==> config.mk <==
export PLATFORM = sky130hd
export DESIGN_NAME = waveform_zero_suppression
export DESIGN_NICKNAME = d
export VERILOG_FILES = /design/src/rtl/wzs_pkg.sv /design/src/rtl/wzs_baseline.sv /design/src/rtl/wzs_stats.sv /design/src/rtl/waveform_zero_suppression.sv
export SDC_FILE = /design/constraint.sdc
export NUM_CORES = 1
export LEC_CHECK = 0
export BUFFER_PORTS_ARGS = -buffer_cell sky130_fd_sc_hd__buf_2
export CORE_ASPECT_RATIO = 1.1
export CORE_UTILIZATION = 55
export DETAILED_ROUTE_END_ITERATION = 12
export GPL_TIMING_DRIVEN = 0
export PLACE_DENSITY = 0.7
export SLEW_MARGIN = 20
export SYNTH_ARGS = -nofsm -noshare
export SYNTH_HDL_FRONTEND = slang
export SYNTH_HIERARCHICAL = 1
export SYNTH_SLANG_ARGS = --single-unit
export TNS_END_PERCENT = 10
==> constraint.sdc <==
create_clock -name clk -period 17.6 [get_ports clk]
set_input_delay 1.76 -clock clk [delete_from_list [all_inputs] [get_ports clk]]
set_output_delay 1.76 -clock clk [all_outputs]
set_load 0.05 [all_outputs]
==> src/rtl/wzs_pkg.sv <==
// Shared types and constants for the waveform zero suppression block.
package wzs_pkg;

  // Configuration register indexes
  localparam logic [0:0] REG_INITIAL_BASELINE = 1'b0;
  localparam logic [0:0] REG_THRESHOLD        = 1'b1;

  // Reset value of the threshold register
  localparam int THRESHOLD_RESET = 64;

  // Per-transfer control passed from the top level to the datapath parts
  typedef struct packed {
    logic advance;  // item moves from input register to result register
    logic start;    // reload state from the initial baseline first
  } wzs_step_t;

  // Sticky waveform flags
  typedef struct packed {
    logic clip;
    logic above;
    logic below;
    logic keep;
  } wzs_flags_t;

endpackage

==> src/rtl/wzs_baseline.sv <==
// Delay line of past samples with a running sum giving the moving-average baseline.
module wzs_baseline #(
  parameter int ADC_BITS    = 12,
  parameter int WINDOW_LOG2 = 3
) (
  input  logic                        clk,
  input  logic                        rst,
  input  wzs_pkg::wzs_step_t          step,
  input  logic signed [ADC_BITS-1:0]  sample,
  input  logic signed [ADC_BITS-1:0]  init_base,
  output logic signed [ADC_BITS-1:0]  baseline
);

  localparam int Win  = 1 << WINDOW_LOG2;
  localparam int SumW = ADC_BITS + WINDOW_LOG2;

  // Raw samples, oldest at index 0
  logic [ADC_BITS-1:0] hist [Win];
  // Sum of offset-binary samples (each sample plus half scale)
  logic [SumW-1:0]     sum;
  logic [SumW-1:0]     sum_eff;
  logic [SumW-1:0]     sum_next;
  logic [ADC_BITS-1:0] init_off;
  logic [ADC_BITS-1:0] oldest_off;
  logic [ADC_BITS-1:0] new_off;

  // Offset binary: flip the sign bit
  assign init_off = {~init_base[ADC_BITS-1], init_base[ADC_BITS-2:0]};
  assign new_off  = {~sample[ADC_BITS-1], sample[ADC_BITS-2:0]};

  // A start presents a line full of the initial baseline
  always_comb begin
    if (step.start) begin
      sum_eff    = {init_off, {WINDOW_LOG2{1'b0}}};
      oldest_off = init_off;
    end else begin
      sum_eff    = sum;
      oldest_off = {~hist[0][ADC_BITS-1], hist[0][ADC_BITS-2:0]};
    end
    sum_next = sum_eff - {{WINDOW_LOG2{1'b0}}, oldest_off}
                       + {{WINDOW_LOG2{1'b0}}, new_off};
  end

  // Floor of the mean: top bits of the sum, back to two's complement
  assign baseline = {~sum_eff[SumW-1], sum_eff[SumW-2:WINDOW_LOG2]};

  // Delay line and running sum
  always_ff @(posedge clk) begin
    if (rst) begin
      for (int i = 0; i < Win; i++) begin
        hist[i] <= '0;
      end
      sum <= {1'b1, {(SumW-1){1'b0}}};
    end else if (step.advance) begin
      for (int i = 0; i < Win - 1; i++) begin
        hist[i] <= step.start ? init_base : hist[i+1];
      end
      hist[Win-1] <= sample;
      sum         <= sum_next;
    end
  end

endmodule

==> src/rtl/wzs_stats.sv <==
// Amplitude, keep decision, running extremes and sticky flags.
module wzs_stats #(
  parameter int ADC_BITS = 12
) (
  input  logic                        clk,
  input  logic                        rst,
  input  wzs_pkg::wzs_step_t          step,
  input  logic signed [ADC_BITS-1:0]  sample,
  input  logic signed [ADC_BITS-1:0]  baseline,
  input  logic signed [ADC_BITS-1:0]  init_base,
  input  logic        [ADC_BITS-1:0]  threshold,
  output logic                        keep_now,
  output logic signed [ADC_BITS:0]    amplitude,
  output logic signed [ADC_BITS:0]    amp_low,
  output logic        [ADC_BITS-1:0]  amp_high,
  output logic signed [ADC_BITS-1:0]  adc_low,
  output logic signed [ADC_BITS-1:0]  adc_high,
  output wzs_pkg::wzs_flags_t         flags
);

  logic signed [ADC_BITS:0]   amp_min;
  logic        [ADC_BITS-1:0] amp_max;
  logic signed [ADC_BITS-1:0] adc_min;
  logic signed [ADC_BITS-1:0] adc_max;
  wzs_pkg::wzs_flags_t        sticky;

  logic signed [ADC_BITS:0]   amp_min_eff;
  logic        [ADC_BITS-1:0] amp_max_eff;
  logic signed [ADC_BITS-1:0] adc_min_eff;
  logic signed [ADC_BITS-1:0] adc_max_eff;
  wzs_pkg::wzs_flags_t        sticky_eff;
  wzs_pkg::wzs_flags_t        cur;
  logic signed [ADC_BITS+1:0] amp_x;
  logic signed [ADC_BITS+1:0] thr_x;

  // Sample minus baseline
  assign amplitude = {sample[ADC_BITS-1], sample} - {baseline[ADC_BITS-1], baseline};
  assign amp_x     = {amplitude[ADC_BITS], amplitude};
  assign thr_x     = {2'b00, threshold};

  // Per-sample flags
  always_comb begin
    cur.clip  = (sample == {1'b1, {(ADC_BITS-1){1'b0}}}) ||
                (sample == {1'b0, {(ADC_BITS-1){1'b1}}});
    cur.above = amp_x >= thr_x;
    cur.below = amp_x <= -thr_x;
    cur.keep  = cur.above || cur.below || cur.clip;
  end
  assign keep_now = cur.keep;

  // State as seen by this item, after an optional start
  always_comb begin
    if (step.start) begin
      amp_min_eff = '0;
      amp_max_eff = '0;
      adc_min_eff = init_base;
      adc_max_eff = init_base;
      sticky_eff  = '0;
    end else begin
      amp_min_eff = amp_min;
      amp_max_eff = amp_max;
      adc_min_eff = adc_min;
      adc_max_eff = adc_max;
      sticky_eff  = sticky;
    end
  end

  // Updated extremes and flags
  always_comb begin
    amp_low  = (amplitude < amp_min_eff) ? amplitude : amp_min_eff;
    amp_high = (amplitude > $signed({1'b0, amp_max_eff})) ? amplitude[ADC_BITS-1:0]
                                                          : amp_max_eff;
    adc_low  = (sample < adc_min_eff) ? sample : adc_min_eff;
    adc_high = (sample > adc_max_eff) ? sample : adc_max_eff;
    flags    = sticky_eff | cur;
  end

  always_ff @(posedge clk) begin
    if (rst) begin
      amp_min <= '0;
      amp_max <= '0;
      adc_min <= '0;
      adc_max <= '0;
      sticky  <= '0;
    end else if (step.advance) begin
      amp_min <= amp_low;
      amp_max <= amp_high;
      adc_min <= adc_low;
      adc_max <= adc_high;
      sticky  <= flags;
    end
  end

endmodule

==> src/rtl/waveform_zero_suppression.sv <==
// Top level: waveform zero suppression with a moving-average baseline.
//
// Input channel: in_valid/in_ready carry one signed ADC sample and a start
// flag per transfer. A start reloads the delay line and raw minimum/maximum
// from initial_baseline and clears the amplitude extremes and sticky flags
// before that sample is processed.
// Output channel: out_valid/out_ready carry one result per input transfer,
// in order: keep flag, amplitude, baseline, extremes and sticky flags.
// The input transfer loads the input register; the item then moves to the
// result register, which raises out_valid. Throughput is one item per cycle
// while out_ready holds; the running sum over the delay line keeps the
// baseline a single add and subtract.
// When the receiver stalls, the result register holds and the input register
// still takes one more item; after that in_ready drops until out_ready.
// Reset clears both stages, the delay line and all running state to zero,
// sets initial_baseline to 0 and threshold to 64.
// The user must write configuration (cfg_we, cfg_index, cfg_data) only while
// idle, unenforced by the block. Index 0 is initial_baseline, 1 is threshold.
module waveform_zero_suppression #(
  parameter int ADC_BITS    = 12,
  parameter int WINDOW_LOG2 = 3
) (
  input  logic                        clk,
  input  logic                        rst,
  input  logic                        cfg_we,
  input  logic [0:0]                  cfg_index,
  input  logic [ADC_BITS-1:0]         cfg_data,
  input  logic                        in_valid,
  output logic                        in_ready,
  input  logic signed [ADC_BITS-1:0]  sample,
  input  logic                        start_req,
  output logic                        out_valid,
  input  logic                        out_ready,
  output logic                        keep_now,
  output logic signed [ADC_BITS:0]    amplitude,
  output logic signed [ADC_BITS-1:0]  baseline,
  output logic signed [ADC_BITS:0]    amp_low,
  output logic        [ADC_BITS-1:0]  amp_high,
  output logic signed [ADC_BITS-1:0]  adc_low,
  output logic signed [ADC_BITS-1:0]  adc_high,
  output logic                        clip_seen,
  output logic                        above_seen,
  output logic                        below_seen,
  output logic                        keep_seen
);

  // Configuration registers
  logic signed [ADC_BITS-1:0] init_base;
  logic        [ADC_BITS-1:0] threshold;

  // Input register
  logic                       in_full;
  logic signed [ADC_BITS-1:0] smp_q;
  logic                       start_q;

  wzs_pkg::wzs_step_t         step;
  logic signed [ADC_BITS-1:0] base_c;
  logic                       keep_c;
  logic signed [ADC_BITS:0]   amp_c;
  logic signed [ADC_BITS:0]   amp_low_c;
  logic        [ADC_BITS-1:0] amp_high_c;
  logic signed [ADC_BITS-1:0] adc_low_c;
  logic signed [ADC_BITS-1:0] adc_high_c;
  wzs_pkg::wzs_flags_t        flags_c;

  // Register writes
  always_ff @(posedge clk) begin
    if (rst) begin
      init_base <= '0;
      threshold <= ADC_BITS'(wzs_pkg::THRESHOLD_RESET);
    end else if (cfg_we) begin
      case (cfg_index)
        wzs_pkg::REG_INITIAL_BASELINE: init_base <= cfg_data;
        wzs_pkg::REG_THRESHOLD:        threshold <= cfg_data;
        default: ;
      endcase
    end
  end

  // Item moves on when the result register is free or being emptied
  assign step.advance = in_full && (!out_valid || out_ready);
  assign step.start   = start_q;
  assign in_ready     = !in_full || step.advance;

  // Input register
  always_ff @(posedge clk) begin
    if (rst) begin
      in_full <= 1'b0;
    end else if (in_ready) begin
      in_full <= in_valid;
    end
  end

  always_ff @(posedge clk) begin
    if (in_valid && in_ready) begin
      smp_q   <= sample;
      start_q <= start_req;
    end
  end

  wzs_baseline #(
    .ADC_BITS    (ADC_BITS),
    .WINDOW_LOG2 (WINDOW_LOG2)
  ) u_baseline (
    .clk       (clk),
    .rst       (rst),
    .step      (step),
    .sample    (smp_q),
    .init_base (init_base),
    .baseline  (base_c)
  );

  wzs_stats #(
    .ADC_BITS (ADC_BITS)
  ) u_stats (
    .clk       (clk),
    .rst       (rst),
    .step      (step),
    .sample    (smp_q),
    .baseline  (base_c),
    .init_base (init_base),
    .threshold (threshold),
    .keep_now  (keep_c),
    .amplitude (amp_c),
    .amp_low   (amp_low_c),
    .amp_high  (amp_high_c),
    .adc_low   (adc_low_c),
    .adc_high  (adc_high_c),
    .flags     (flags_c)
  );

  // Result register
  always_ff @(posedge clk) begin
    if (rst) begin
      out_valid <= 1'b0;
    end else if (!out_valid || out_ready) begin
      out_valid <= in_full;
    end
  end

  always_ff @(posedge clk) begin
    if (step.advance) begin
      keep_now   <= keep_c;
      amplitude  <= amp_c;
      baseline   <= base_c;
      amp_low    <= amp_low_c;
      amp_high   <= amp_high_c;
      adc_low    <= adc_low_c;
      adc_high   <= adc_high_c;
      clip_seen  <= flags_c.clip;
      above_seen <= flags_c.above;
      below_seen <= flags_c.below;
      keep_seen  <= flags_c.keep;
    end
  end

  // Every item leaving the input register lands in the result register
  a_advance_fills: assert property (@(posedge clk) disable iff (rst)
    step.advance |=> out_valid)
    else $error("advanced item did not reach the result register");

  // Input side only blocks when both stages are occupied
  a_ready_backpressure: assert property (@(posedge clk) disable iff (rst)
    !in_ready |-> (out_valid && !out_ready))
    else $error("input stalled without a stalled result");

  // A kept sample always sets the sticky keep flag
  a_keep_sticky: assert property (@(posedge clk) disable iff (rst)
    (out_valid && keep_now) |-> keep_seen)
    else $error("keep_now without keep_seen");

  // Amplitude lies within the tracked amplitude extremes
  a_amp_bounds: assert property (@(posedge clk) disable iff (rst)
    out_valid |-> ((amp_low <= amplitude) &&
                   (amplitude <= $signed({1'b0, amp_high}))))
    else $error("amplitude outside tracked extremes");

  // Raw extremes stay ordered
  a_adc_order: assert property (@(posedge clk) disable iff (rst)
    out_valid |-> (adc_low <= adc_high))
    else $error("raw minimum above raw maximum");

endmodule
==> out/qor.txt <==
Worst R2R End - amp_high[0]
sequential area share after synthesis - 0.482
FF-to-FF Start - start_q
Hold/Removal Path Class - reg -> reg
Post-synth EDFFs - 188
met3 Use GR - 0.0345
Crit path required time - 17.91 ns
setup slack, reg-to-reg - 9.48 ns
Clk pin slew, worst setup/hold paths - 0.06 ns
Slew Viols, Final - 0
critical path arrival - 8.43 ns
status - finished clean
setup bufs post-CTS - 0
die area - 29100 µm²
total vias in the final route - 12000
GR Layer Usage met2 - 0.502
row count - 64
setup TNS - 0 ns
CP Class - reg -> reg
# DRC - 0
CTS Buf Count - 30
H-tree lvl count - 1
CTS Sinks - 282
commonest non-fill, non-tap cells in the layout - 188 x edfxtp_1, 130 x nand2b_1, 129 x inv_1
synth-to-layout area growth - 13.2%
placed cells - 1959
Tmin final - 8.12 ns
maximum clock path buffer count - 3
Final period util - 0.461
worst skew pair latency - 0.56 ns
Mapped Cells - 1484
#FFs+latches synth - 282
commonest non-fill, non-tap cell in the layout - edfxtp_1
vias in the first global route - 11600
worst hold slack - 0.465 ns
busiest grt layer - met2
Pwr per Cell Area - 114 nW/µm²
Die Width - 163 µm
WL per Instance - 20.8 µm
R2R depth - 23
Worst Path Max Fanout - 10
Via density - 5.93
largest net degree at the start of global routing - 84
IO Port Bufs - 110
CTS tree - done
mapped cell area - 15600 µm²
Worst Hold Launch - u_stats/amp_max[0]
Max-slew headroom - 0.263
Tot GR Track Use - 0.289
Post-synth ARST share - 0
GRT met1 Usage - 0.354
post-cts repair resize count - 0
floorplan core area - 27900 µm²
CTS root buffer - clkbuf_16
Final Skew - 0.0188 ns
VDD IR max - 0.0836 mV
DRT Wirelength - 41.8 mm
main flop type after synthesis - edfxtp_1
share of layout cells above drive strength 1 - 0.150
drt first pass iters - 8
Peak Freq - 0.123 GHz
total power draw - 0.00202 W
first-pass GRT wire length - 63.9 mm
leak pwr - 7.15 nW
Nets - 1764
Synth Area per Inst - 10.5 µm²
grt ovf - 0
First DRT Iteration DRCs - 904
yosys synthesis warning count - 6
Non-Filler Instances - 2016
I/O Pins - 112
Max-Cap Viols - 0
Netlist cell types - 90
Final setup viols - 0
RePlAce Congestion - 0.916
Startpoint Class - flop
Critical Path Sink Type - flop
Final Hold Fails - 0
Hold Path End - u_stats/amp_max[0]
Die H - 179 µm
HPWL Detailed - 30.2 mm
antenna-violating nets left - 0
number of antenna violations at the first check in global routing - 1
initial core utilization - 0.561
post-synthesis net count - 1620
WHS Path Cells - 2
worst-margin pin slew - 1.10 ns
RSZ-0062 raised after global routing - false
CTS hold repair buffers - 0
cell type report:
class	instances	area, µm²
fillers	2305	10200
diodes	1	2.50
plain buffers	71	348
multi-input cells	998	7280
repair buffers	112	598
clock buffers	45	848
clock inverters	11	136
well taps	363	454
flip-flops and latches	282	7530
inverters	133	504
worst max-delay path, cell delays in order (launching register included):
cell and delay [ns]:
edfxtp_1 0.43, clkbuf_1 0.46, clkbuf_1 0.40, clkbuf_1 0.47, nand2_1 0.53, o21ai_0 0.44
inv_1 0.17, ha_1 0.31, clkbuf_1 0.31, and4_1 0.33, and2_1 0.15, a21boi_0 0.35
nor4_1 0.15, nor3_1 0.53, inv_1 0.16, ha_1 0.36, nand2_1 0.09, or2_2 0.29
o32ai_1 0.24, o22ai_1 0.18, or3_4 0.40, a211oi_4 0.55, buf_6 0.23, mux2_2 0.33
metal layers:
layer  wire, µm  up-vias
li1           -     5660
met2      20600      413
met5          0        -
met1      16900     5768
met4       2070        0
met3       2270      119
cell families (layout without fill, tap and decap cells):
family / Yosys count / count (layout) / share of synthesized area
and+or+nand+nor: 423 / 423 / 0.146
AOI/OAI and AO/OA: 369 / 369 / 0.162
DFF: 282 / 282 / 0.482
buffers and inverters: 204 / 372 / 0.0542
adders and majority gates: 106 / 106 / 0.0909
muxes: 75 / 75 / 0.0506
xor gates and xnor gates: 25 / 25 / 0.0140
other: 0 / 1 / 0
state kept, by name, summed over array words and instances (netlist names):
name             cells
smp_q               12
adc_low             12
init_base           12
u_stats/amp_max     12
keep_now             1
amp_high            12
in_full              1
adc_high            12
u_baseline/sum      15
u_stats/sticky       4
u_stats/adc_max     12
amplitude           13
u_baseline/hist     96
start_q              1
threshold           12
u_stats/amp_min     13
baseline            12
below_seen           1
out_valid            1
u_stats/adc_min     12
above_seen           1
clip_seen            1
keep_seen            1
amp_low             13
metrics by stage:
stage          instance area (µm²)   util  setup WS [ns]
2_1_floorplan                15600      -          11.00
6_report                     17700  0.635           9.48
4_1_cts                      17700  0.635           9.70
3_5_place_dp                 16700  0.599           9.72
5_1_grt                      17700  0.635           8.99
3_3_place_gp                 16600  0.597           8.96
worst max-delay path by stage:
stage | end | from | cells after the start
after detailed placement | amp_high[0] | start_q | 23
final | amp_high[0] | start_q | 23
after global placement | u_baseline/sum[14] | out_ready | 7
after floorplan | u_baseline/sum[14] | out_ready | 6
after CTS | amp_high[0] | start_q | 23
after global routing | amp_high[0] | start_q | 23
Yosys cell counts, drive strengths merged (4+ instances only):
library cell,number,area share
o31ai,4,0.0022
a211oi,17,0.011
o21a,29,0.014
buf,26,0.011
fa,13,0.017
nor4,7,0.0028
nor2b,18,0.0072
or2,5,0.0020
o211ai,9,0.0046
o221ai,14,0.0078
a21o,23,0.011
clkbuf,45,0.011
and2,8,0.0036
nor2,91,0.022
and3,19,0.0077
a21oi,122,0.040
xor2,6,0.0034
nand3,15,0.0048
nand2b,135,0.056
a211o,5,0.0028
o22ai,8,0.0032
nor3,12,0.0038
nand4,11,0.0044
dfxtp,94,0.12
nand2,77,0.019
or3,7,0.0031
mux2,32,0.023
o21ai,56,0.018
a22o,26,0.015
inv,131,0.031
nand3b,4,0.0019
a2111oi,4,0.0022
ha,92,0.074
a31oi,8,0.0032
mux2i,43,0.028
xnor2,19,0.011
edfxtp,188,0.36
power by group:
group	switching [W]	internal [W]	leakage, nW
logic	0.000371	0.000213	4.01
clock network	0.000255	0.000375	0.471
registers	0.0000304	0.000775	2.67
total	0.000657	0.00136	7.15
(Power assumes the default switching activity.)
